==> config.mk <==
export PLATFORM = sky130hd
export DESIGN_NAME = gregorian_date_advance_core_flat
export DESIGN_NICKNAME = d
export VERILOG_FILES = /design/src/rtl/gda_pkg.sv /design/src/rtl/gda_if.sv /design/src/rtl/gda_seq.sv /design/src/rtl/gda_dp.sv /design/src/rtl/gregorian_date_advance_core.sv /design/src/flat_wrapper.sv
export SDC_FILE = /design/constraint.sdc
export NUM_CORES = 1
export LEC_CHECK = 0
export BUFFER_PORTS_ARGS = -buffer_cell sky130_fd_sc_hd__buf_2
export CORE_MARGIN = 2
export CORE_UTILIZATION = 30
export CTS_BUF_LIST = sky130_fd_sc_hd__clkbuf_4 sky130_fd_sc_hd__clkbuf_8 sky130_fd_sc_hd__clkbuf_16
export CTS_CLUSTER_DIAMETER = 100
export DETAILED_ROUTE_END_ITERATION = 16
export SLEW_MARGIN = 10
export SYNTH_ARGS = -nofsm -noshare
export SYNTH_HDL_FRONTEND = slang
export SYNTH_SLANG_ARGS = --single-unit
==> constraint.sdc <==
create_clock -name i_clk -period 6.3 [get_ports i_clk]
set_input_delay 1.575 -clock i_clk [delete_from_list [all_inputs] [get_ports i_clk]]
set_output_delay 1.575 -clock i_clk [all_outputs]
set_load 0.01 [all_outputs]
==> src/rtl/gda_pkg.sv <==
// types, codes, microcode program and calendar helpers for the date core
// no dependencies
package gda_pkg;

    // default widths
    localparam int YEAR_BITS_DEF    = 12;
    localparam int ADVANCE_BITS_DEF = 16;

    // fixed field widths
    localparam int CMD_BITS    = 2;
    localparam int MONTH_BITS  = 4;
    localparam int DAY_BITS    = 5;
    localparam int DOY_BITS    = 9;
    localparam int STATUS_BITS = 2;
    localparam int CYC_BITS    = 9;   // year position within the 400-year cycle

    // calendar constants
    localparam int YEAR_MIN    = 1900;
    localparam int LEAP_CYCLE  = 400;
    localparam int CENTURY     = 100;
    localparam int MONTHS      = 12;
    localparam int CYC_RESET   = YEAR_MIN % LEAP_CYCLE;

    // command codes
    localparam logic [CMD_BITS-1:0] CMD_SET  = 2'd0;
    localparam logic [CMD_BITS-1:0] CMD_ADV  = 2'd1;
    localparam logic [CMD_BITS-1:0] CMD_READ = 2'd2;

    // status codes
    localparam logic [STATUS_BITS-1:0] ST_OK   = 2'd0;
    localparam logic [STATUS_BITS-1:0] ST_BAD  = 2'd1;
    localparam logic [STATUS_BITS-1:0] ST_OVER = 2'd2;

    // microcode layout
    localparam int UPC_BITS  = 4;
    localparam int OP_BITS   = 4;
    localparam int COND_BITS = 4;

    // datapath operations
    localparam logic [OP_BITS-1:0] OP_NOP        = 4'd0;
    localparam logic [OP_BITS-1:0] OP_LOAD_SET   = 4'd1;
    localparam logic [OP_BITS-1:0] OP_SUB_CYCLE  = 4'd2;
    localparam logic [OP_BITS-1:0] OP_COMMIT_SET = 4'd3;
    localparam logic [OP_BITS-1:0] OP_REJECT     = 4'd4;
    localparam logic [OP_BITS-1:0] OP_ORD_INIT   = 4'd5;
    localparam logic [OP_BITS-1:0] OP_ORD_ADD    = 4'd6;
    localparam logic [OP_BITS-1:0] OP_ORD_STORE  = 4'd7;
    localparam logic [OP_BITS-1:0] OP_ADV_INIT   = 4'd8;
    localparam logic [OP_BITS-1:0] OP_WALK       = 4'd9;
    localparam logic [OP_BITS-1:0] OP_COMMIT_ADV = 4'd10;
    localparam logic [OP_BITS-1:0] OP_FINISH     = 4'd11;

    // jump conditions
    localparam logic [COND_BITS-1:0] C_NEVER    = 4'd0;
    localparam logic [COND_BITS-1:0] C_ALWAYS   = 4'd1;
    localparam logic [COND_BITS-1:0] C_IS_SET   = 4'd2;
    localparam logic [COND_BITS-1:0] C_IS_ADV   = 4'd3;
    localparam logic [COND_BITS-1:0] C_SET_BAD  = 4'd4;
    localparam logic [COND_BITS-1:0] C_REM_GE   = 4'd5;
    localparam logic [COND_BITS-1:0] C_DAY_GT   = 4'd6;
    localparam logic [COND_BITS-1:0] C_WM_LT    = 4'd7;
    localparam logic [COND_BITS-1:0] C_WALK     = 4'd8;
    localparam logic [COND_BITS-1:0] C_OVER     = 4'd9;
    localparam logic [COND_BITS-1:0] C_OUT_FULL = 4'd10;

    // program entry points
    localparam logic [UPC_BITS-1:0] A_DISPATCH = 4'd0;
    localparam logic [UPC_BITS-1:0] A_SET      = 4'd3;
    localparam logic [UPC_BITS-1:0] A_CYCLE    = 4'd4;
    localparam logic [UPC_BITS-1:0] A_REJECT   = 4'd7;
    localparam logic [UPC_BITS-1:0] A_ORD      = 4'd8;
    localparam logic [UPC_BITS-1:0] A_ORD_LOOP = 4'd9;
    localparam logic [UPC_BITS-1:0] A_ADV      = 4'd11;
    localparam logic [UPC_BITS-1:0] A_WALK     = 4'd12;
    localparam logic [UPC_BITS-1:0] A_DONE     = 4'd15;

    typedef struct packed {
        logic [OP_BITS-1:0]   op;
        logic [COND_BITS-1:0] cond;
        logic [UPC_BITS-1:0]  target;
    } t_uword;

    // sequencer to datapath
    typedef struct packed {
        logic               load;
        logic [OP_BITS-1:0] op;
    } t_ctrl;

    // datapath to sequencer
    typedef struct packed {
        logic is_set;
        logic is_adv;
        logic set_bad;
        logic rem_ge;
        logic day_gt;
        logic wm_lt;
        logic walk_more;
        logic over;
        logic out_free;
    } t_flags;

    // control store: one word per step, jump taken when cond holds
    function automatic t_uword ucode_rom(input logic [UPC_BITS-1:0] pc);
        t_uword w;
        unique case (pc)
            4'd0:    w = '{op: OP_NOP,        cond: C_IS_SET,   target: A_SET};
            4'd1:    w = '{op: OP_NOP,        cond: C_IS_ADV,   target: A_ADV};
            4'd2:    w = '{op: OP_NOP,        cond: C_ALWAYS,   target: A_DONE};
            4'd3:    w = '{op: OP_LOAD_SET,   cond: C_SET_BAD,  target: A_REJECT};
            4'd4:    w = '{op: OP_SUB_CYCLE,  cond: C_REM_GE,   target: A_CYCLE};
            4'd5:    w = '{op: OP_NOP,        cond: C_DAY_GT,   target: A_REJECT};
            4'd6:    w = '{op: OP_COMMIT_SET, cond: C_ALWAYS,   target: A_ORD};
            4'd7:    w = '{op: OP_REJECT,     cond: C_ALWAYS,   target: A_DONE};
            4'd8:    w = '{op: OP_ORD_INIT,   cond: C_NEVER,    target: A_DISPATCH};
            4'd9:    w = '{op: OP_ORD_ADD,    cond: C_WM_LT,    target: A_ORD_LOOP};
            4'd10:   w = '{op: OP_ORD_STORE,  cond: C_ALWAYS,   target: A_DONE};
            4'd11:   w = '{op: OP_ADV_INIT,   cond: C_NEVER,    target: A_DISPATCH};
            4'd12:   w = '{op: OP_WALK,       cond: C_WALK,     target: A_WALK};
            4'd13:   w = '{op: OP_NOP,        cond: C_OVER,     target: A_DONE};
            4'd14:   w = '{op: OP_COMMIT_ADV, cond: C_ALWAYS,   target: A_ORD};
            4'd15:   w = '{op: OP_FINISH,     cond: C_OUT_FULL, target: A_DONE};
            default: w = '{op: OP_NOP,        cond: C_ALWAYS,   target: A_DONE};
        endcase
        return w;
    endfunction

    // leap rule on the year's position in the 400-year cycle
    function automatic logic leap_of(input logic [CYC_BITS-1:0] cyc);
        return (cyc[1:0] == 2'b00) &&
               (cyc != CYC_BITS'(CENTURY)) &&
               (cyc != CYC_BITS'(2 * CENTURY)) &&
               (cyc != CYC_BITS'(3 * CENTURY));
    endfunction

    function automatic logic [DAY_BITS-1:0] month_len(input logic [MONTH_BITS-1:0] m,
                                                      input logic leap);
        logic [DAY_BITS-1:0] len;
        case (m) inside
            4'd4, 4'd6, 4'd9, 4'd11: len = 5'd30;
            4'd2:                    len = leap ? 5'd29 : 5'd28;
            default:                 len = 5'd31;
        endcase
        return len;
    endfunction

endpackage

==> src/rtl/gda_if.sv <==
// item channels of the date core: command in, dated result out
// depends on gda_pkg
interface gda_in_if import gda_pkg::*; #(
    parameter int YEAR_BITS    = YEAR_BITS_DEF,
    parameter int ADVANCE_BITS = ADVANCE_BITS_DEF
);
    logic                    valid;
    logic                    ready;
    logic [CMD_BITS-1:0]     command;
    logic [MONTH_BITS-1:0]   new_month;
    logic [DAY_BITS-1:0]     new_day;
    logic [YEAR_BITS-1:0]    new_year;
    logic [ADVANCE_BITS-1:0] advance_days;

    modport source (output valid, command, new_month, new_day, new_year, advance_days,
                    input ready);
    modport sink   (input valid, command, new_month, new_day, new_year, advance_days,
                    output ready);
endinterface

interface gda_out_if import gda_pkg::*; #(
    parameter int YEAR_BITS = YEAR_BITS_DEF
);
    logic                   valid;
    logic                   ready;
    logic [MONTH_BITS-1:0]  cur_month;
    logic [DAY_BITS-1:0]    cur_day;
    logic [YEAR_BITS-1:0]   cur_year;
    logic [DOY_BITS-1:0]    day_of_year;
    logic                   leap_year;
    logic [STATUS_BITS-1:0] status;

    modport source (output valid, cur_month, cur_day, cur_year, day_of_year, leap_year,
                    status, input ready);
    modport sink   (input valid, cur_month, cur_day, cur_year, day_of_year, leap_year,
                    status, output ready);
endinterface

==> src/rtl/gda_seq.sv <==
// microcode sequencer: step counter, control store lookup, conditional jumps
// depends on gda_pkg
module gda_seq import gda_pkg::*; (
    input  logic   i_clk,
    input  logic   i_rst_n,
    input  logic   i_in_valid,
    output logic   o_in_ready,
    input  t_flags i_flags,
    output t_ctrl  o_ctrl
);

    logic                r_busy;
    logic [UPC_BITS-1:0] r_pc;
    t_uword              w_uw;
    logic                w_take;
    logic                w_accept;

    // current control word
    always_comb begin
        w_uw = ucode_rom(r_pc);
    end

    // jump condition select
    always_comb begin
        unique case (w_uw.cond)
            C_NEVER:    w_take = 1'b0;
            C_ALWAYS:   w_take = 1'b1;
            C_IS_SET:   w_take = i_flags.is_set;
            C_IS_ADV:   w_take = i_flags.is_adv;
            C_SET_BAD:  w_take = i_flags.set_bad;
            C_REM_GE:   w_take = i_flags.rem_ge;
            C_DAY_GT:   w_take = i_flags.day_gt;
            C_WM_LT:    w_take = i_flags.wm_lt;
            C_WALK:     w_take = i_flags.walk_more;
            C_OVER:     w_take = i_flags.over;
            C_OUT_FULL: w_take = !i_flags.out_free;
            default:    w_take = 1'b0;
        endcase
    end

    assign w_accept   = i_in_valid && !r_busy;
    assign o_in_ready = !r_busy;
    assign o_ctrl.load = w_accept;
    assign o_ctrl.op   = r_busy ? w_uw.op : OP_NOP;

    // step counter and busy flag
    always_ff @(posedge i_clk) begin
        if (!i_rst_n) begin
            r_busy <= 1'b0;
            r_pc   <= A_DISPATCH;
        end else if (w_accept) begin
            r_busy <= 1'b1;
            r_pc   <= A_DISPATCH;
        end else if (r_busy) begin
            r_pc <= w_take ? w_uw.target : r_pc + 1'b1;
            if (w_uw.op == OP_FINISH && i_flags.out_free) begin
                r_busy <= 1'b0;
            end
        end
    end

endmodule

==> src/rtl/gda_dp.sv <==
// datapath: stored date, working registers, month-length units, result register
// depends on gda_pkg
module gda_dp import gda_pkg::*; #(
    parameter int YEAR_BITS    = YEAR_BITS_DEF,
    parameter int ADVANCE_BITS = ADVANCE_BITS_DEF
) (
    input  logic                    i_clk,
    input  logic                    i_rst_n,
    input  t_ctrl                   i_ctrl,
    input  logic [CMD_BITS-1:0]     i_command,
    input  logic [MONTH_BITS-1:0]   i_new_month,
    input  logic [DAY_BITS-1:0]     i_new_day,
    input  logic [YEAR_BITS-1:0]    i_new_year,
    input  logic [ADVANCE_BITS-1:0] i_advance_days,
    input  logic                    i_out_ready,
    output t_flags                  o_flags,
    output logic                    o_out_valid,
    output logic [MONTH_BITS-1:0]   o_cur_month,
    output logic [DAY_BITS-1:0]     o_cur_day,
    output logic [YEAR_BITS-1:0]    o_cur_year,
    output logic [DOY_BITS-1:0]     o_day_of_year,
    output logic                    o_leap_year,
    output logic [STATUS_BITS-1:0]  o_status
);

    // running day total: day of year plus the largest advance
    localparam int TotBits = ((ADVANCE_BITS > DOY_BITS) ? ADVANCE_BITS : DOY_BITS) + 1;
    localparam logic [YEAR_BITS-1:0] YearTop = {YEAR_BITS{1'b1}};

    // stored date
    logic [MONTH_BITS-1:0]   r_month;
    logic [DAY_BITS-1:0]     r_day;
    logic [YEAR_BITS-1:0]    r_year;
    logic [CYC_BITS-1:0]     r_cyc;
    logic [DOY_BITS-1:0]     r_doy;

    // latched item
    logic [CMD_BITS-1:0]     r_cmd;
    logic [MONTH_BITS-1:0]   r_nm;
    logic [DAY_BITS-1:0]     r_nd;
    logic [YEAR_BITS-1:0]    r_ny;
    logic [ADVANCE_BITS-1:0] r_adv;

    // working registers
    logic [YEAR_BITS-1:0]    r_rem;
    logic [TotBits-1:0]      r_acc;
    logic [MONTH_BITS-1:0]   r_wm;
    logic [YEAR_BITS-1:0]    r_wy;
    logic [CYC_BITS-1:0]     r_wcyc;
    logic [STATUS_BITS-1:0]  r_status;

    // result register
    logic                    r_out_valid;
    logic [MONTH_BITS-1:0]   r_o_month;
    logic [DAY_BITS-1:0]     r_o_day;
    logic [YEAR_BITS-1:0]    r_o_year;
    logic [DOY_BITS-1:0]     r_o_doy;
    logic                    r_o_leap;
    logic [STATUS_BITS-1:0]  r_o_status;

    logic [DAY_BITS-1:0]     w_len_set;
    logic [DAY_BITS-1:0]     w_len_walk;
    logic                    w_at_top;
    logic                    w_past_month;
    logic                    w_out_free;
    logic                    w_finish;

    // month lengths for the set check and for the walk
    assign w_len_set    = month_len(r_nm, leap_of(r_rem[CYC_BITS-1:0]));
    assign w_len_walk   = month_len(r_wm, leap_of(r_wcyc));
    assign w_at_top     = (r_wm == MONTH_BITS'(MONTHS)) && (r_wy == YearTop);
    assign w_past_month = r_acc > TotBits'(w_len_walk);
    assign w_out_free   = !r_out_valid || i_out_ready;
    assign w_finish     = (i_ctrl.op == OP_FINISH) && w_out_free;

    // condition flags
    assign o_flags.is_set    = (r_cmd == CMD_SET);
    assign o_flags.is_adv    = (r_cmd == CMD_ADV);
    assign o_flags.set_bad   = (r_nm == '0) || (r_nm > MONTH_BITS'(MONTHS)) ||
                               (r_nd == '0) || (r_ny < YEAR_BITS'(YEAR_MIN));
    assign o_flags.rem_ge    = r_rem >= YEAR_BITS'(LEAP_CYCLE);
    assign o_flags.day_gt    = r_nd > w_len_set;
    assign o_flags.wm_lt     = r_wm < r_month;
    assign o_flags.walk_more = w_past_month && !w_at_top;
    assign o_flags.over      = (r_status == ST_OVER);
    assign o_flags.out_free  = w_out_free;

    // stored date and result valid
    always_ff @(posedge i_clk) begin
        if (!i_rst_n) begin
            r_month     <= MONTH_BITS'(1);
            r_day       <= DAY_BITS'(1);
            r_year      <= YEAR_BITS'(YEAR_MIN);
            r_cyc       <= CYC_BITS'(CYC_RESET);
            r_doy       <= DOY_BITS'(1);
            r_out_valid <= 1'b0;
        end else begin
            unique case (i_ctrl.op)
                OP_COMMIT_SET: begin
                    r_month <= r_nm;
                    r_day   <= r_nd;
                    r_year  <= r_ny;
                    r_cyc   <= r_rem[CYC_BITS-1:0];
                end
                OP_COMMIT_ADV: begin
                    r_month <= r_wm;
                    r_day   <= r_acc[DAY_BITS-1:0];
                    r_year  <= r_wy;
                    r_cyc   <= r_wcyc;
                end
                OP_ORD_STORE: begin
                    r_doy <= r_acc[DOY_BITS-1:0];
                end
                default: begin
                end
            endcase
            if (w_finish) begin
                r_out_valid <= 1'b1;
            end else if (r_out_valid && i_out_ready) begin
                r_out_valid <= 1'b0;
            end
        end
    end

    // latched item, working registers and result payload
    always_ff @(posedge i_clk) begin
        if (i_ctrl.load) begin
            r_cmd    <= i_command;
            r_nm     <= i_new_month;
            r_nd     <= i_new_day;
            r_ny     <= i_new_year;
            r_adv    <= i_advance_days;
            r_status <= ST_OK;
        end
        unique case (i_ctrl.op)
            OP_LOAD_SET: begin
                r_rem <= r_ny;
            end
            OP_SUB_CYCLE: begin
                if (r_rem >= YEAR_BITS'(LEAP_CYCLE)) begin
                    r_rem <= r_rem - YEAR_BITS'(LEAP_CYCLE);
                end
            end
            OP_REJECT: begin
                r_status <= ST_BAD;
            end
            OP_ORD_INIT: begin
                r_acc  <= TotBits'(r_day);
                r_wm   <= MONTH_BITS'(1);
                r_wcyc <= r_cyc;
            end
            OP_ORD_ADD: begin
                if (r_wm < r_month) begin
                    r_acc <= r_acc + TotBits'(w_len_walk);
                    r_wm  <= r_wm + 1'b1;
                end
            end
            OP_ADV_INIT: begin
                r_acc  <= TotBits'(r_doy) + TotBits'(r_adv);
                r_wm   <= MONTH_BITS'(1);
                r_wy   <= r_year;
                r_wcyc <= r_cyc;
            end
            OP_WALK: begin
                if (w_past_month) begin
                    if (w_at_top) begin
                        r_status <= ST_OVER;
                    end else begin
                        r_acc <= r_acc - TotBits'(w_len_walk);
                        if (r_wm == MONTH_BITS'(MONTHS)) begin
                            r_wm   <= MONTH_BITS'(1);
                            r_wy   <= r_wy + 1'b1;
                            r_wcyc <= (r_wcyc == CYC_BITS'(LEAP_CYCLE - 1)) ? '0
                                                                            : r_wcyc + 1'b1;
                        end else begin
                            r_wm <= r_wm + 1'b1;
                        end
                    end
                end
            end
            default: begin
            end
        endcase
        if (w_finish) begin
            r_o_month  <= r_month;
            r_o_day    <= r_day;
            r_o_year   <= r_year;
            r_o_doy    <= r_doy;
            r_o_leap   <= leap_of(r_cyc);
            r_o_status <= r_status;
        end
    end

    assign o_out_valid   = r_out_valid;
    assign o_cur_month   = r_o_month;
    assign o_cur_day     = r_o_day;
    assign o_cur_year    = r_o_year;
    assign o_day_of_year = r_o_doy;
    assign o_leap_year   = r_o_leap;
    assign o_status      = r_o_status;

endmodule

==> src/rtl/gregorian_date_advance_core.sv <==
// channel    dir  handshake     payload
// i_in       in   valid/ready   command, new_month, new_day, new_year, advance_days
// o_out      out  valid/ready   cur_month, cur_day, cur_year, day_of_year, leap_year, status
//
// one item at a time, run by a 16-step microprogram over two month-length units
// read reports the stored date; set reduces the year in 400-year steps, checks the day
// against the month length, stores the date and sums month lengths for the ordinal day;
// a set failing the range or day check is rejected; advance walks months from january,
// stores the date and recomputes the ordinal day; on overflow the stored date is kept
// synchronous active-low reset; result held in an output register until taken,
// and the next item is taken while it waits; a stalled output holds the last step
// top level of the date core: sequencer plus datapath
// depends on gda_pkg, gda_if, gda_seq, gda_dp
module gregorian_date_advance_core import gda_pkg::*; #(
    parameter int YEAR_BITS    = YEAR_BITS_DEF,
    parameter int ADVANCE_BITS = ADVANCE_BITS_DEF
) (
    input  logic      i_clk,
    input  logic      i_rst_n,
    gda_in_if.sink    i_in,
    gda_out_if.source o_out
);

    t_ctrl  w_ctrl;
    t_flags w_flags;

    // step counter and control store
    gda_seq u_seq (
        .i_clk      (i_clk),
        .i_rst_n    (i_rst_n),
        .i_in_valid (i_in.valid),
        .o_in_ready (i_in.ready),
        .i_flags    (w_flags),
        .o_ctrl     (w_ctrl)
    );

    // date registers and arithmetic
    gda_dp #(
        .YEAR_BITS    (YEAR_BITS),
        .ADVANCE_BITS (ADVANCE_BITS)
    ) u_dp (
        .i_clk          (i_clk),
        .i_rst_n        (i_rst_n),
        .i_ctrl         (w_ctrl),
        .i_command      (i_in.command),
        .i_new_month    (i_in.new_month),
        .i_new_day      (i_in.new_day),
        .i_new_year     (i_in.new_year),
        .i_advance_days (i_in.advance_days),
        .i_out_ready    (o_out.ready),
        .o_flags        (w_flags),
        .o_out_valid    (o_out.valid),
        .o_cur_month    (o_out.cur_month),
        .o_cur_day      (o_out.cur_day),
        .o_cur_year     (o_out.cur_year),
        .o_day_of_year  (o_out.day_of_year),
        .o_leap_year    (o_out.leap_year),
        .o_status       (o_out.status)
    );

endmodule

==> src/flat_wrapper.sv <==
// flat-port wrapper written by rule: the top's interface ports become plain ports
module gregorian_date_advance_core_flat import gda_pkg::*;
#(
    parameter int YEAR_BITS    = YEAR_BITS_DEF,
    parameter int ADVANCE_BITS = ADVANCE_BITS_DEF
)
  (i_clk, i_rst_n, i_in_valid, i_in_command, i_in_new_month, i_in_new_day, i_in_new_year, i_in_advance_days, i_in_ready, o_out_valid, o_out_cur_month, o_out_cur_day, o_out_cur_year, o_out_day_of_year, o_out_leap_year, o_out_status, o_out_ready);
  gda_in_if #(.YEAR_BITS(YEAR_BITS), .ADVANCE_BITS(ADVANCE_BITS)) i_in_i ();
  gda_out_if #(.YEAR_BITS(YEAR_BITS)) o_out_i ();
  input  logic i_clk;
  input  logic i_rst_n;
  input wire logic [$bits(i_in_i.valid)-1:0] i_in_valid;
  input wire logic [$bits(i_in_i.command)-1:0] i_in_command;
  input wire logic [$bits(i_in_i.new_month)-1:0] i_in_new_month;
  input wire logic [$bits(i_in_i.new_day)-1:0] i_in_new_day;
  input wire logic [$bits(i_in_i.new_year)-1:0] i_in_new_year;
  input wire logic [$bits(i_in_i.advance_days)-1:0] i_in_advance_days;
  output wire logic [$bits(i_in_i.ready)-1:0] i_in_ready;
  output wire logic [$bits(o_out_i.valid)-1:0] o_out_valid;
  output wire logic [$bits(o_out_i.cur_month)-1:0] o_out_cur_month;
  output wire logic [$bits(o_out_i.cur_day)-1:0] o_out_cur_day;
  output wire logic [$bits(o_out_i.cur_year)-1:0] o_out_cur_year;
  output wire logic [$bits(o_out_i.day_of_year)-1:0] o_out_day_of_year;
  output wire logic [$bits(o_out_i.leap_year)-1:0] o_out_leap_year;
  output wire logic [$bits(o_out_i.status)-1:0] o_out_status;
  input wire logic [$bits(o_out_i.ready)-1:0] o_out_ready;
  assign i_in_i.valid = i_in_valid;
  assign i_in_i.command = i_in_command;
  assign i_in_i.new_month = i_in_new_month;
  assign i_in_i.new_day = i_in_new_day;
  assign i_in_i.new_year = i_in_new_year;
  assign i_in_i.advance_days = i_in_advance_days;
  assign i_in_ready = i_in_i.ready;
  assign o_out_valid = o_out_i.valid;
  assign o_out_cur_month = o_out_i.cur_month;
  assign o_out_cur_day = o_out_i.cur_day;
  assign o_out_cur_year = o_out_i.cur_year;
  assign o_out_day_of_year = o_out_i.day_of_year;
  assign o_out_leap_year = o_out_i.leap_year;
  assign o_out_status = o_out_i.status;
  assign o_out_i.ready = o_out_ready;
  gregorian_date_advance_core #(.YEAR_BITS(YEAR_BITS), .ADVANCE_BITS(ADVANCE_BITS)) u_core (.i_clk(i_clk), .i_rst_n(i_rst_n), .i_in(i_in_i), .o_out(o_out_i));
endmodule
==> results of run 1 <==
==> state kept, by name (all words and copies together) (netlist names), 4 cells and up <==
signal and cells:
u_core.u_dp.r_day 5, u_core.u_dp.r_wm 4, u_core.u_dp.o_day_of_year 9, u_core.u_dp.r_acc 17
u_core.u_dp.r_wcyc 9, u_core.u_dp.o_cur_day 5, u_core.u_dp.r_cyc 9, u_core.u_dp.r_nm 4
u_core.u_dp.o_cur_year 12, u_core.u_dp.o_cur_month 4, u_core.u_seq.r_pc 4, u_core.u_dp.r_ny 12
u_core.u_dp.r_wy 12, u_core.u_dp.r_year 12, u_core.u_seq.w_uw 12, u_core.u_dp.r_nd 5
u_core.u_dp.r_rem 12, u_core.u_dp.r_month 4, u_core.u_dp.r_doy 9, u_core.u_dp.r_adv 16
==> power groups by stage <==
stage               Sequential, mW  Combinational, mW  Clock [mW]
finish                        1.33              0.101        1.05
floorplan                     1.35             0.0723           0
CTS                           1.33              0.102        1.08
detailed placement            1.36              0.102           0
global placement              1.36             0.0994           0
global route                  1.33              0.113        1.12
==> cells in the mapped netlist (all sizes together), types with 6 or more instances <==
library cell	count	area, µm²
a21oi	40	204
and2	12	75.1
and3	10	62.6
buf	6	47.5
clkbuf	43	173
dfxtp	59	1180
edfxtp	126	3780
ha	35	438
inv	32	120
mux2i	11	123
nand2	162	611
nand2b	11	68.8
nand3	52	260
nand4	8	50.1
nor2	57	226
nor2b	15	93.8
nor3	27	135
nor4	10	68.8
o211a	19	190
o211ai	16	134
o21ai	61	305
o22ai	13	81.3
o31ai	8	73.8
xnor2	25	219
xor2	18	158
==> metal layers <==
| metal | vias to the layer above | GRT usage | routed length [µm] |
|---|---|---|---|
| met4 | 0 | 0.0499 | 494 |
| met5 | - | 0 | 0 |
| met2 | 125 | 0.239 | 11100 |
| met1 | 3421 | 0.178 | 10600 |
| met3 | 24 | 0.0236 | 776 |
| li1 | 3568 | - | - |
==> through the flow <==
| stage | util | power [mW] | cell area [µm²] | std cells | hold WS, ns |
|---|---|---|---|---|---|
| 6_report | 0.346 | 2.48 | 10900 | 1423 | 0.448 |
| 5_1_grt | 0.346 | 2.57 | 10900 | 1423 | 0.460 |
| 4_1_cts | 0.346 | 2.51 | 10900 | 1423 | 0.454 |
| 3_5_place_dp | 0.328 | 1.46 | 10400 | 1391 | 0.442 |
| 3_3_place_gp | 0.328 | 1.46 | 10400 | 1391 | 0.426 |
| 2_1_floorplan | - | 1.42 | 9590 | 953 | 0.408 |
==> worst max-delay path, cell delays in order (launching register included) <==
cell	delay (ns)
edfxtp_1	0.51
nor4bb_1	0.30
a21oi_1	0.11
nor3b_1	0.18
nor4b_1	0.08
nor3_1	0.20
a21oi_1	0.10
ha_1	0.24
o21bai_1	0.17
nand4_1	0.25
o2111a_2	0.39
o31ai_4	0.42
nor2_4	0.10
mux2_4	0.32
mux2i_4	0.24
nor2_1	0.14
ha_1	0.34
mux2_2	0.28
a21oi_1	0.16
==> logic make-up (layout without fill, tap and decap cells) <==
kind of cell               count (synthesis)  count (layout)  synth area share
AOI/OAI and AO/OA                        203             203             0.145
DFF                                      185             185             0.518
and+or+nand+nor                          389             389             0.195
xor gates and xnor gates                  43              43            0.0393
muxes                                     13              13            0.0155
adders and majority gates                 38              38            0.0519
buffers and inverters                     82             150            0.0359
==> cell type report <==
type | count | area (µm²) | share of cell area
Clock buffer | 17 | 425 | 0.0389
Clock inverter | 15 | 154 | 0.0141
Inverter | 33 | 124 | 0.0113
Multi-Input combinational cell | 686 | 4320 | 0.395
Sequential cell | 185 | 4960 | 0.454
Tap cell | 402 | 503 | 0.0460
Timing Repair Buffer | 85 | 445 | 0.0407
==> worst paths after layout <==
| path | from | end | slack, ns |
|---|---|---|---|
| setup reg to reg | u_core.u_dp.r_wcyc[6] | u_core.u_seq.w_uw[9] | 1.68 |
| hold / removal | u_core.u_dp.r_month[1] | u_core.u_dp.o_cur_month[1] | 0.45 |
| hold reg to reg | u_core.u_dp.r_month[1] | u_core.u_dp.o_cur_month[1] | 0.45 |
| setup / recovery | u_core.u_dp.r_wcyc[6] | u_core.u_seq.w_uw[9] | 1.68 |
==> summary.txt, run 1 <==
Setup path
  • R2R depth: 18
  • Worst EP arrival: between 4 and 5 ns
  • CP Launch Type: flop
  • Critical Path Sink Type: flop
  • Setup CP Type: flop to flop
  • Critical Path RT: between 6 and 7 ns
  • Crit Path Max Fanout: 8

Layout
  • Share of layout cells above drive strength 1: 0.143
  • Final nets: 1089
  • # diodes: 0
  • Area grow syn2layout: 14.0%
  • Most frequent cells in the layout: nand2_1, edfxtp_1, buf_2
  • Fillers: 3174
  • Commonest non-fill, non-tap cell in the layout: nand2_1

Yosys
  • Syn. warnings: 0
  • Cells after Synth: approximately 950
  • Synth Cell Area: 0.00959 mm²
  • #FFs+latches synth: 185
  • Average cell area after synthesis: just over 10 µm²
  • Synthesized Nets: 1034
  • Post-synth cell types: slightly below 80
  • Post-synthesis async set-or-reset flop share: 0
  • Post-synth EDFFs: approximately 130
  • Synth Flop Type: edfxtp_1
  • Sequential area share after synthesis: 0.518

Min path
  • Tightest Hold Check Type: flop to flop
  • Hold path depth: 0

Clock network
  • Resized Gates After CTS: 0
  • CTS tree: done
  • Skew-Pair Late Insertion Delay: ~0.44 ns
  • H-tree depth: 4
  • Clock-pin transition on the worst setup and hold timing paths: about 0.070 ns
  • CTS max path bufs: 2
  • Clock Sinks: approximately 190
  • Root buffer cell: clkbuf_16
  • Postcts setup bufs: 0
  • Cts bufs inserted: 17
  • CTS Hold Bufs: 0

STA
  • RSZ-0062 raised after global routing: false
  • Fin. max-slew vios: 0
  • F_max: between 200 and 250 MHz
  • Period utilisation layout: 0.734
  • Final setup TNS: 0 ns
  • Fin crit period: roughly 4.6 ns
  • Final hold vios: 0
  • Worst Tran Pin Value: between 1 and 1.5 ns
  • # setup viols final: 0
  • Final setup margin: approximately 1.7 ns
  • Clock Skew: 0.0133 ns
  • Worst rel slew slack: 0.174

Floorplanning
  • Die ar.: around 0.033 mm²
  • Ports: between 70 and 80
  • Initial core utilization: 0.304
  • CORE AREA: approximately 0.032 mm²
  • Row count: 65
  • Die width: around 180 µm
  • Chip height: ~180 µm

Status
  • Status: finished clean

Pwr
  • Internal Pwr Total: between 1.5 and 2 mW
  • Power density cells: between 200 and 250 mW/mm²
  • Seq pwr share: 0.535
  • Leak: 4.15 nW
  • Switching Fraction: 0.242
  • Net switching power: 0.601 mW
  • Gate power share: 0.041
  • Max IR drop VDD: 0.000195 V
  • Clock network power share: 0.424

Place
  • Worst slack, placed: ~1.7 ns
  • DP HPWL: between 15000 and 20000 µm
  • Buffers on Ports: 77
  • GPL Wtd Cong: roughly 0.84

GRT
  • Congestion Overflow GR: 0
  • Vias in the first global route: 6927
  • Largest net degree at the start of global routing: 61
  • Global-route wire length before repair: approximately 37000 µm
  • Overall Global Routing Usage: 0.140
  • Antenna violations before repair: 0

Flow run
  • MaxCap Viol Count: 0

Drt
  • DR vias/cell: roughly 5.0
  • First DRT Iteration DRCs: 442
  • Drt first pass iters: 5
  • Post-DR wirelength/cell: between 15 and 20 µm
  • DR vias: 7138
  • Post-route ant nets: 0
  • Residual DRC: 0
  • Total Wirelength: 23000 µm
Power figures use the tool's default switching activity.
==> inputs of run 2 (changes only) <==
==> constraint.sdc (replaced) <==
create_clock -name i_clk -period 4.1 [get_ports i_clk]
set_input_delay 1.025 -clock i_clk [delete_from_list [all_inputs] [get_ports i_clk]]
set_output_delay 1.025 -clock i_clk [all_outputs]
set_load 0.01 [all_outputs]
==> summary.txt, run 2 (synthesized netlist as in run 1, its figures left out) <==
STA
  • Period utilisation layout: 0.951
  • # setup viols final: 0
  • Final hold vios: 0
  • F_max: 257 MHz
  • Worst rel slew slack: 0.333
  • Clock Skew: between 0.01 and 0.015 ns
  • Fin. max-slew vios: 0
  • RSZ-0062 raised after global routing: true
  • Fin crit period: 3.90 ns
  • Final setup TNS: 0 ns
  • Worst Tran Pin Value: about 1 ns

Floorplanning
  • Die width: about 180 µm
  • Ports: 78
  • Initial core utilization: 0.304
  • Row count: between 60 and 70
  • Die ar.: around 0.033 mm²
  • CORE AREA: between 0.03 and 0.04 mm²
  • Chip height: ~180 µm

GRT
  • Overall Global Routing Usage: 0.143
  • Antenna violations before repair: 0
  • Largest net degree at the start of global routing: 61
  • Congestion Overflow GR: 0
  • Vias in the first global route: 7176
  • Global-route wire length before repair: ~38000 µm

Pwr
  • Clock network power share: 0.432
  • Gate power share: 0.047
  • Net switching power: 0.909 mW
  • Leak: ~4.3 nW
  • Switching Fraction: 0.232
  • Seq pwr share: 0.522
  • Max IR drop VDD: approximately 0.00028 V
  • Power density cells: 348 mW/mm²
  • Internal Pwr Total: ~3 mW
  • Tot Pwr: a little under 4 mW

Layout
  • Post-Layout Cell Count: between 1000 and 1500
  • Final nets: about 1100
  • Area grow syn2layout: 17.4%
  • Multi-input gate area: approximately 0.0044 mm²
  • Max reg flops: 17
  • Post-Route Utilization: 0.357
  • Top Registers: u_core.u_dp.r_acc: 17 flops, u_core.u_dp.r_adv: 16 flops
  • Biggest register: u_core.u_dp.r_acc
  • Share of layout cells above drive strength 1: 0.180
  • Most frequent cells in the layout: nand2_1, edfxtp_1, buf_2
  • Seq. cell area: around 0.0050 mm²
  • Fillers: 3170
  • # diodes: 0
  • Post-route cell area: around 0.011 mm²
  • Commonest non-fill, non-tap cell in the layout: nand2_1

Place
  • Placed insts: between 1000 and 1500
  • Placed standard-cell area: 0.0105 mm²
  • DP HPWL: between 15000 and 20000 µm
  • GPL Wtd Cong: 0.870
  • Buffers on Ports: 77

Clock network
  • H-tree depth: 4
  • CTS tree: done
  • CTS max path bufs: 2
  • Clock-pin transition on the worst setup and hold timing paths: 0.07 ns
  • Clock Sinks: approximately 190
  • Root buffer cell: clkbuf_16
  • Cts bufs inserted: 17
  • Skew-Pair Late Insertion Delay: 0.45 ns

Min path
  • Tightest Hold Check Type: flop to flop

Setup path
  • CP Launch Type: flop
  • Critical Path Sink Type: flop
  • Critical Path RT: roughly 4.4 ns
  • Crit Path Max Fanout: 3
  • Worst EP arrival: roughly 4.2 ns
  • Setup CP Type: flop to flop

Flow run
  • MaxCap Viol Count: 0

Drt
  • Post-DR wirelength/cell: 16.2 µm
  • Residual DRC: 0
  • Total Wirelength: between 20000 and 25000 µm
  • DR vias: roughly 7300
  • Drt first pass iters: 4
  • Post-route ant nets: 0
  • First DRT Iteration DRCs: around 450
  • DR vias/cell: about 5

Status
  • Status: finished clean
==> run 2: per-stage QoR <==
step	setup WS [ns]	hold slack (ns)
after global routing	-0.0419	0.450
after global placement	0.149	0.421
after floorplan	0.0293	0.408
after CTS	0.00384	0.441
after detailed placement	0.0359	0.422
final	0.203	0.437
==> run 2: routing by layer <==
metal  track usage  vias up  wire length (µm)
li1              -     3627                 -
met1         0.182     3554             10900
met2         0.249      123             11700
met3        0.0232       26               674
met4        0.0451        0               332
met5             0        -                 0
==> run 2: area by class of cell <==
class,instances,area share
clock inverter,13,0.0129
tap,402,0.0447
inverter,33,0.0110
sequential,185,0.441
clock buffer,19,0.0407
timing repair buffer,118,0.0615
multi-input combinational,686,0.388
==> run 2: worst max-delay path, cell delays in order, from the launching register on <==
cell	delay [ns]
edfxtp_1	0.42
nor4bb_1	0.34
a21oi_1	0.12
nor3b_1	0.19
nor4b_1	0.08
nor3_1	0.18
a21oi_2	0.07
ha_1	0.22
o21bai_1	0.16
nand4_1	0.14
o2111a_2	0.32
o31ai_4	0.26
nor2_4	0.06
mux2_4	0.31
mux2i_4	0.18
nor2_4	0.06
buf_4	0.15
ha_2	0.18
nand2_1	0.06
o211ai_1	0.09
and3_1	0.20
==> run 2: final timing paths <==
check / start / endpoint / slack [ns] / depth (start not counted)
setup / recovery: u_core.u_dp.r_wcyc[6] / u_core.u_seq.w_uw[2] / 0.20 / 20
hold / removal: u_core.u_dp.r_month[3] / u_core.u_dp.o_cur_month[3] / 0.44 / 0
setup reg to reg: u_core.u_dp.r_wcyc[6] / u_core.u_seq.w_uw[2] / 0.20 / 20
hold reg to reg: u_core.u_dp.r_month[3] / u_core.u_dp.o_cur_month[3] / 0.44 / 0
==> run 2: what timing repair did <==
item                       4_1_cts  5_1_grt
hold buffers                     0        0
setup endpoints to repair        0        9
buffers inserted                 0       10
gates resized for setup          0       15
==> run 2: power by group through the flow <==
| stage | Sequential [mW] | Clock (mW) | Combinational (mW) |
|---|---|---|---|
| floorplan | 2.07 | 0 | 0.112 |
| global placement | 2.08 | 0 | 0.162 |
| detailed placement | 2.08 | 0 | 0.165 |
| CTS | 2.04 | 1.72 | 0.166 |
| global route | 2.05 | 1.80 | 0.202 |
| finish | 2.04 | 1.69 | 0.182 |
==> inputs of run 3 (changes only) <==
--- a/config.mk
+++ b/config.mk
@@ -5,12 +5,16 @@
 export SDC_FILE = /design/constraint.sdc
 export NUM_CORES = 1
 export LEC_CHECK = 0
+export ABC_AREA = 1
 export BUFFER_PORTS_ARGS = -buffer_cell sky130_fd_sc_hd__buf_2
+export CELL_PAD_IN_SITES_DETAIL_PLACEMENT = 1
+export CELL_PAD_IN_SITES_GLOBAL_PLACEMENT = 1
 export CORE_MARGIN = 2
 export CORE_UTILIZATION = 30
 export CTS_BUF_LIST = sky130_fd_sc_hd__clkbuf_4 sky130_fd_sc_hd__clkbuf_8 sky130_fd_sc_hd__clkbuf_16
 export CTS_CLUSTER_DIAMETER = 100
 export DETAILED_ROUTE_END_ITERATION = 16
+export PLACE_DENSITY_LB_ADDON = 0.1
 export SLEW_MARGIN = 10
 export SYNTH_ARGS = -nofsm -noshare
 export SYNTH_HDL_FRONTEND = slang
==> summary.txt, run 3 <==
STA
  • # setup viols final: 0
  • Final setup margin: 0.365 ns
  • RSZ-0062 raised after global routing: false
  • Period utilisation layout: 0.911
  • Final setup TNS: 0 ns
  • Worst Tran Pin Value: 1.18 ns
  • Hold Worst Slack: between 0.4 and 0.5 ns
  • Clock Skew: 0.0122 ns
  • Fin. max-slew vios: 0
  • F_max: around 270 MHz
  • Worst rel slew slack: 0.204
  • Final hold vios: 0
  • Fin crit period: ~3.7 ns

GRT
  • Met3 Track Usage GR: 0.0315
  • Most used routing layer: met2
  • Largest net degree at the start of global routing: 40
  • Met1 Use GR: 0.240
  • Global-route wire length before repair: between 40000 and 50000 µm
  • Met2 usage: 0.317
  • Antenna violations before repair: 1
  • Overall Global Routing Usage: 0.184
  • Vias in the first global route: between 8000 and 9000
  • Congestion Overflow GR: 0

Layout
  • Fillers: about 3800
  • Top Registers: u_core.u_dp.r_acc: 17 flops, u_core.u_dp.r_adv: 16 flops
  • Final nets: between 1000 and 1500
  • Max reg flops: 17
  • Most frequent cells in the layout: nand2_1, inv_1, edfxtp_1
  • Multi-input gate area: 0.00415 mm²
  • Commonest non-fill, non-tap cell in the layout: nand2_1
  • Biggest register: u_core.u_dp.r_acc
  • Area grow syn2layout: 16.1%
  • Post-Route Utilization: 0.352
  • # diodes: 0
  • Share of layout cells above drive strength 1: 0.144
  • Seq. cell area: roughly 0.0050 mm²

Clock network
  • CTS tree: done
  • CTS Hold Bufs: 0
  • Clock-pin transition on the worst setup and hold timing paths: ~0.080 ns
  • Clock Sinks: about 190
  • Skew-Pair Late Insertion Delay: 0.45 ns
  • Cts bufs inserted: 17
  • H-tree depth: 4
  • Root buffer cell: clkbuf_16
  • CTS max path bufs: 2

Drt
  • Post-route ant nets: 0
  • Total Wirelength: 29900 µm
  • Drt first pass iters: 4
  • Post-DR wirelength/cell: 17.9 µm
  • Residual DRC: 0
  • First DRT Iteration DRCs: approximately 400
  • DR vias: ~8000
  • DR vias/cell: around 4.8

Yosys
  • Average cell area after synthesis: 8.74 µm²
  • Synthesized Nets: between 1000 and 1500
  • Post-synth top cells: nand2_1, inv_1, edfxtp_1
  • Post-synthesis async set-or-reset flop share: 0
  • Synth Cell Area: about 0.0099 mm²
  • Sequential area share after synthesis: 0.504
  • Area contributors post-synth: edfxtp_1, dfxtp_1, nand2_1, inv_1, o21ai_0
  • Post-synth EDFFs: about 130
  • #FFs+latches synth: approximately 190
  • Cells after Synth: between 1000 and 1500
  • Synth Flop Type: edfxtp_1
  • Syn. warnings: 0
  • Count leader, synth: nand2_1
  • Post-synth cell types: between 50 and 60
  • Share of the synthesized area in the top cell type: 0.384
  • Dominant cell type by area after synthesis: edfxtp_1

Pwr
  • Power density cells: 353 mW/mm²
  • Leak: a little under 5 nW
  • Max IR drop VDD: roughly 0.00029 V
  • Tot Pwr: 4.04 mW

Setup path
  • Critical Path RT: 4.29 ns
  • Slowest stage cell, crit path: edfxtp_1
  • Worst EP arrival: 3.92 ns
  • Setup CP Type: flop to flop
  • Crit Path Max Fanout: 5
  • Crit-path max cell delay: around 0.47 ns
  • CP Cell Sequence: nand2_1 -> inv_1 -> a21oi_1 -> nor4_1 -> a21oi_1 -> o21ai_0 -> a21oi_1 -> ha_1 -> inv_1 -> fa_1 -> inv_1 -> nor3_1 -> nand2_1 -> nand3_1 -> nor2_1 -> nand4_1 -> nor2_2 -> nand4_1 -> nor2_1 -> nand2_1 -> nand3_1 -> o211ai_1
  • CP Launch Type: flop
  • Critical Path Sink Type: flop

Floorplanning
  • Initial core utilization: 0.304
  • Row count: 66
  • Die width: between 150 and 200 µm
  • CORE AREA: approximately 0.032 mm²
  • Chip height: between 150 and 200 µm
  • Die ar.: 0.0343 mm²
  • Ports: 78

Place
  • GPL Wtd Cong: roughly 0.82
  • DP HPWL: ~22000 µm
  • Buffers on Ports: 77
  • Worst slack, placed: 0.278 ns

Status
  • Status: finished clean

Min path
  • Tightest Hold Check Type: flop to flop

Flow run
  • MaxCap Viol Count: 0
## run 3: final timing paths
| check | startpoint | end | slack [ns] | cells after the start |
|---|---|---|---|---|
| min | u_core.u_dp.r_month[2] | u_core.u_dp.o_cur_month[2] | 0.44 | 0 |
| min reg2reg | u_core.u_dp.r_month[2] | u_core.u_dp.o_cur_month[2] | 0.44 | 0 |
| max reg2reg | u_core.u_dp.r_wcyc[3] | u_core.u_dp.r_acc[16] | 0.37 | 22 |
| max | u_core.u_dp.r_wcyc[3] | u_core.u_dp.r_acc[16] | 0.37 | 22 |
## run 3: critical path: cells and delay by family, from the launching register on
kind,cells,cell delay [ns]
simple gates,12,1.50
flops,1,0.47
fa+ha+maj,2,0.58
compound gates,5,0.72
buf+inv,3,0.21
## run 3: where the power goes
group	total (mW)	internal [mW]	switching, mW
combinational	0.208	0.0715	0.137
clock	1.77	0.998	0.777
sequential	2.05	2.02	0.0312
total	4.04	3.09	0.945
## run 3: cell type report
class                      instances  share of cell area
sequential                       185               0.434
clock inverter                    14              0.0148
timing repair buffer              99              0.0481
multi-input combinational        753               0.363
inverter                         158              0.0521
clock buffer                      18              0.0394
tap                              442              0.0484
## run 3: per-stage QoR
stage	cell area [µm²]	cells
2_1_floorplan	9850	1127
3_3_place_gp	10800	1635
3_5_place_dp	10800	1635
4_1_cts	11400	1667
5_1_grt	11400	1669
6_report	11400	1669
## run 3: cells by family (layout without fill, tap and decap cells)
family,Yosys count,in the layout,synth area share
buf+inv,189,289,0.0760
compound gates,222,222,0.129
xor+xnor,24,24,0.0213
fa+ha+maj,38,38,0.0506
simple gates,469,469,0.219
flops,185,185,0.504
## run 3: repair_timing
| action | 4_1_cts | 5_1_grt |
|---|---|---|
| gates resized for setup | 0 | 2 |
| setup buffers | 0 | 2 |
| setup endpoints to repair | 0 | 8 |
## run 3: layer usage
| layer | up-vias | share of wire | routed length [µm] |
|---|---|---|---|
| met4 | 2 | 0.013 | 386 |
| met2 | 104 | 0.49 | 14500 |
| li1 | 3999 | - | - |
| met5 | - | 0.00023 | 7 |
| met3 | 25 | 0.028 | 848 |
| met1 | 3877 | 0.47 | 14100 |
